$ cat config.mk
export PLATFORM = sky130hd
export DESIGN_NAME = trkidw_cell
export DESIGN_NICKNAME = d
export VERILOG_FILES = /design/src/hw/rtl/trkidw_pkg.sv /design/src/hw/rtl/trkidw_cell.sv
export SDC_FILE = /design/constraint.sdc
export NUM_CORES = 1
export LEC_CHECK = 0
export BUFFER_PORTS_ARGS = -buffer_cell sky130_fd_sc_hd__buf_2
export CAP_MARGIN = 25
export CORE_MARGIN = 5
export CORE_UTILIZATION = 50
export CTS_CLUSTER_DIAMETER = 40
export DETAILED_ROUTE_END_ITERATION = 8
export GPL_TIMING_DRIVEN = 0
export PLACE_DENSITY_LB_ADDON = 0.3
export SLEW_MARGIN = 20
export SYNTH_ARGS = -nofsm -noshare
export SYNTH_HDL_FRONTEND = slang
export SYNTH_SLANG_ARGS = --single-unit
$ cat constraint.sdc
create_clock -name clk_i -period 8.28 [get_ports clk_i]
set_input_delay 0.828 -clock clk_i [delete_from_list [all_inputs] [get_ports clk_i]]
set_output_delay 0.828 -clock clk_i [all_outputs]
set_load 0.01 [all_outputs]
$ cat src/hw/rtl/trkidw_pkg.sv
// ----------------------------------------------------------------------------
// trkidw_pkg
// Shared types and widths for the three-nearest contour ranker.
// ----------------------------------------------------------------------------
package trkidw_pkg;

  localparam int unsigned SLOTS  = 3;
  localparam int unsigned IDX_W  = 2;
  localparam int unsigned ELEV_W = 32;
  localparam int unsigned DIST_W = 32;
  localparam int unsigned TOL_W  = 16;
  localparam int unsigned PROD_W = 64;
  localparam int unsigned NUM_W  = 98;
  localparam int unsigned DEN_W  = 66;
  localparam int unsigned REM_W  = 97;
  localparam int unsigned QUO_W  = 32;
  localparam int unsigned CNT_W  = 5;
  localparam int unsigned HELD_W = 2;

  localparam logic [TOL_W-1:0] TOL_RESET = 16'd1;

  // one ranked line held by a cell
  typedef struct packed {
    logic              valid;
    logic [ELEV_W-1:0] elev;
    logic [DIST_W-1:0] dist_sq;
  } entry_t;

  // signals handed from each cell to its right neighbor
  typedef struct packed {
    logic              hit;
    logic [ELEV_W-1:0] key;
    logic              placed;
  } chain_t;

  // control and data broadcast to every cell
  typedef struct packed {
    logic              probe;
    logic              update;
    logic              clear;
    logic [ELEV_W-1:0] line_elev;
    logic [TOL_W-1:0]  tol;
    logic [ELEV_W-1:0] key_elev;
    logic [DIST_W-1:0] key_dist;
  } bcast_t;

endpackage

$ cat src/hw/rtl/trkidw_cell.sv
// ----------------------------------------------------------------------------
// trkidw_cell
// One rank slot: elevation match on probe, shift or load on update, empty on clear.
// ----------------------------------------------------------------------------
module trkidw_cell (
  input  logic                clk_i,
  input  logic                rst_ni,
  input  trkidw_pkg::bcast_t  bc_i,
  input  trkidw_pkg::chain_t  chain_i,
  output trkidw_pkg::chain_t  chain_o,
  input  trkidw_pkg::entry_t  left_i,
  output trkidw_pkg::entry_t  entry_o
);

  trkidw_pkg::entry_t entry_q, entry_d;
  logic               win_q, win_d;
  logic [trkidw_pkg::ELEV_W:0] diff;
  logic [trkidw_pkg::ELEV_W:0] gap;
  logic                        match;
  logic                        lt;

  assign diff  = {entry_q.elev[trkidw_pkg::ELEV_W-1], entry_q.elev}
               - {bc_i.line_elev[trkidw_pkg::ELEV_W-1], bc_i.line_elev};
  assign gap   = diff[trkidw_pkg::ELEV_W] ? (~diff + 33'd1) : diff;
  assign match = entry_q.valid
              && (gap < {{(trkidw_pkg::ELEV_W + 1 - trkidw_pkg::TOL_W){1'b0}}, bc_i.tol});
  assign lt    = !entry_q.valid || (bc_i.key_dist < entry_q.dist_sq);

  always_comb begin
    chain_o.hit    = chain_i.hit | match;
    chain_o.key    = (match && !chain_i.hit) ? entry_q.elev : chain_i.key;
    chain_o.placed = chain_i.placed | lt;
  end

  always_comb begin
    entry_d = entry_q;
    win_d   = win_q;
    if (bc_i.clear) begin
      entry_d = '0;
    end else if (bc_i.update && win_q) begin
      if (chain_i.placed) begin
        entry_d = left_i;
      end else if (lt) begin
        entry_d.valid   = 1'b1;
        entry_d.elev    = bc_i.key_elev;
        entry_d.dist_sq = bc_i.key_dist;
      end
    end
    // cells up to the first matching one take part in the update
    if (bc_i.probe) begin
      win_d = !chain_i.hit;
    end
  end

  always_ff @(posedge clk_i or negedge rst_ni) begin
    if (!rst_ni) begin
      entry_q <= '0;
      win_q   <= 1'b0;
    end else begin
      entry_q <= entry_d;
      win_q   <= win_d;
    end
  end

  assign entry_o = entry_q;

endmodule

==> flow_summary.toml <==
[run_status]
run_status = "complete, no violations"

[routing]
detail_route.drc_violations = 0
total_wire_length_um = 28700
wl_per_cell_um = 18.3
vias_per_cell = 5.77
drt_iter0_drc = 483
detail_route.first_pass.iterations = 5
num_vias = 9043
drt.antenna.violating_nets = 0

[worst_setup_path]
crit_cells = 26
regToRegSetupSlack_ns = 4.51
timing.setup.critical_path_class = "in2out"
setup.worst_path.end_class = "output pin"
path_max_fanout = 10
rr_startpoint = "entry_o[17]$_DFFE_PN0P_"
required_ns = 7.45
worst_setup_path_start = "bc_i[95]"
ff2ff_path_depth = 16
arrival_ns = 6.80
path_common_cell = "sky130_fd_sc_hd__o21ai_0"
worst_path_dominant_cell_family = "compound AO/OA/AOI/OAI gates"
worstPathBufferInverterCount = 7
crit_end = "chain_o[18]"
cp_slowest_cell = "sky130_fd_sc_hd__nand4_2"
reg2reg_to = "entry_o[32]$_DFFE_PN0P_"
setup.worst_path.start_class = "input port"
slowest_delay_ns = 0.42

[timing]
final.min_clock_period_ns = 7.63
final_max_slew_viol_count = 0
period_share_pct = 92.1
finClkSkew_ns = 0.00738
fin_setup_tns_ns = 0
hold_viol_final = 0
report.final.setup_viol = 0
max_slew_margin_pct = 46.1
timing_worst_slew_pin_value_ns = 0.808
max_clock_freq_ghz = 0.131
grt_setup_unrepaired = "no"

[global_routing]
grt_pass1_wl_um = 45200
grt_pass1_vias = 8753
maximum_number_of_pins_on_one_net_before_global_route_repair = 55
total_routing_usage_reported_by_global_routing_pct = 28.3
grt-ovfl-total = 0
grt_antenna_before_repair = 6

[logic_synthesis]
yosys_most_used_dff = "sky130_fd_sc_hd__dfrtp_1"
synth.lib_cells_used.distinct = 78
synth_area_leader_cell = "sky130_fd_sc_hd__dfrtp_1"
synth_most_common_cell = "sky130_fd_sc_hd__nor2_1"
post-synth-top-area-fraction_pct = 20.1
cells_after_synth = 1019
yosys_register_bits = 66
ys_seq_area_share_pct = 20.1
ys_top_cells_by_count = "sky130_fd_sc_hd__nor2_1, sky130_fd_sc_hd__inv_1, sky130_fd_sc_hd__ha_1"
syn-mean-instance-area_um2 = 8.07
synth_edf_count = 0
synthesis.nets = 1315
netlist_area_um2 = 8230
ys_async_sr_fraction_pct = 100
yosysWarnings = 0
synthTopCellsByArea = "sky130_fd_sc_hd__dfrtp_1, sky130_fd_sc_hd__ha_1, sky130_fd_sc_hd__mux2i_1"

[placement]
place.gp.congestion = 0.944
hpwl_after_dpl_um = 24200
port-buffer-count = 313

[clock_tree]
post-cts-setup-buffers = 0
clock-root-buffer = "sky130_fd_sc_hd__clkbuf_16"
cts.reportedPaths.clkPinSlew_ns = 0.05
cts_max_path_buffers = 2
numCtsBuffers = 9
tritoncts = "yes"
cts_sinks = 66
holdBufCountCts = 0
clk_latency_ns = 0.33
cts_resized = 0
h-tree-depth = 3

[cells_and_area]
drive_gt1_share_pct = 29.6
final_core_utilization_pct = 65.0
area_growth_pct = 26.5
design.final.nets = 1640
fillers = 1463

[floorplanning]
die_width_um = 138
floorplan.initialDensity_pct = 51.4
die_height_um = 138
coreArea_um2 = 16000
core.rowCount = 46
dieArea_um2 = 19100
boundaryPins = 315

[power_and_ir_drop]
power_leakage_nw = 5.43
pwr_density_cell_nw_per_um2 = 148
peakVddDrop_uv = 109

[hold_path]
hold_class = "in2async"

[run]
max_cap_violations = 0
per-stage QoR:
| step | instance area, um^2 | setup WS, ns | power, mW | cells | hold WS [ns] |
|---|---|---|---|---|---|
| finish | 10400 | 0.654 | 1.54 | 1567 | 0.350 |
| global route | 10400 | 0.137 | 1.65 | 1566 | 0.349 |
| CTS | 10400 | 0.543 | 1.54 | 1565 | 0.339 |
| detailed placement | 10100 | 0.558 | 1.15 | 1549 | 0.563 |
| global placement | 10100 | 0.587 | 1.13 | 1548 | 0.554 |
| floorplan | 8230 | 2.12 | 0.912 | 1019 | 0.522 |
registers in the layout, indices dropped and copies added, names as in the netlist:
name / flops
entry_o: 65
win_q: 1
routing by layer:
metal  up-vias  track usage (%)  part of all wire (%)
met1      4248             35.2                    40
li1       4401                -                     -
met4        10             5.82                   1.7
met2       330             51.1                    51
met3        54             5.69                   6.6
met5         -                0                  0.20
cells in the final DEF (no fill, tap or decap), types with 15 or more instances in the layout:
cell,n
sky130_fd_sc_hd__buf_2,322
sky130_fd_sc_hd__nand4_1,19
sky130_fd_sc_hd__clkbuf_1,42
sky130_fd_sc_hd__nor2_1,113
sky130_fd_sc_hd__a21o_1,28
sky130_fd_sc_hd__o21ai_0,43
sky130_fd_sc_hd__xnor2_1,20
sky130_fd_sc_hd__mux2i_1,68
sky130_fd_sc_hd__inv_1,91
sky130_fd_sc_hd__mux2_4,30
sky130_fd_sc_hd__nand2_1,51
sky130_fd_sc_hd__nor3_1,23
sky130_fd_sc_hd__nand3_1,15
sky130_fd_sc_hd__a211oi_1,78
sky130_fd_sc_hd__dfrtp_1,66
sky130_fd_sc_hd__a21oi_1,51
sky130_fd_sc_hd__ha_1,79
layout make-up:
type	count	area [um^2]	area share (%)
clock inverters	6	65.1	0.626
inverters	91	342	3.28
flip-flops and latches	66	1650	15.9
multi-input cells	806	5980	57.5
well taps	216	270	2.60
repair buffers	314	1600	15.3
clock buffers	10	239	2.30
plain buffers	56	249	2.39
diodes	2	5.00	0.0481
cell families after synthesis:
group / share of synthesized area (%)
compound gates: 25.1
simple gates: 18.0
buf+inv: 7.18
mux: 14.0
fa+ha+maj: 12.3
flops: 20.1
xor+xnor: 3.41
power by group:
group	switching [mW]	leakage (nW)	internal, mW
Sequential	0.0378	0.875	0.351
Clock	0.142	0.149	0.241
Combinational	0.441	4.40	0.323
Total	0.621	5.43	0.915
worst reg2reg max path, cell delays in order (launching register included):
cell                       delay [ns]
sky130_fd_sc_hd__dfrtp_1         0.43
sky130_fd_sc_hd__inv_1           0.07
sky130_fd_sc_hd__ha_1            0.29
sky130_fd_sc_hd__a21o_1          0.16
sky130_fd_sc_hd__a21o_1          0.17
sky130_fd_sc_hd__a21oi_1         0.14
sky130_fd_sc_hd__nor2b_1         0.05
sky130_fd_sc_hd__o21ai_0         0.13
sky130_fd_sc_hd__nand2b_1        0.07
sky130_fd_sc_hd__a21o_1          0.19
sky130_fd_sc_hd__a221oi_1        0.28
sky130_fd_sc_hd__o21ai_0         0.21
sky130_fd_sc_hd__a31oi_1         0.25
sky130_fd_sc_hd__clkbuf_1        0.43
sky130_fd_sc_hd__clkbuf_1        0.43
sky130_fd_sc_hd__nor2_1          0.09
sky130_fd_sc_hd__a211oi_1        0.28
how the worst min path moves through the flow:
| stage | slack, ns | depth (start not counted) | end | startpoint |
|---|---|---|---|---|
| 3_3_place_gp | 0.55 | 2 | win_q$_DFFE_PN0P_ | win_q$_DFFE_PN0P_ |
| 5_1_grt | 0.35 | 1 | entry_o[37]$_DFFE_PN0P_ | rst_ni |
| 2_1_floorplan | 0.52 | 2 | win_q$_DFFE_PN0P_ | win_q$_DFFE_PN0P_ |
| 3_5_place_dp | 0.56 | 2 | win_q$_DFFE_PN0P_ | win_q$_DFFE_PN0P_ |
| 4_1_cts | 0.34 | 1 | entry_o[32]$_DFFE_PN0P_ | rst_ni |
| 6_report | 0.35 | 1 | entry_o[32]$_DFFE_PN0P_ | rst_ni |
No activity file was read; power rests on OpenSTA's default activity.
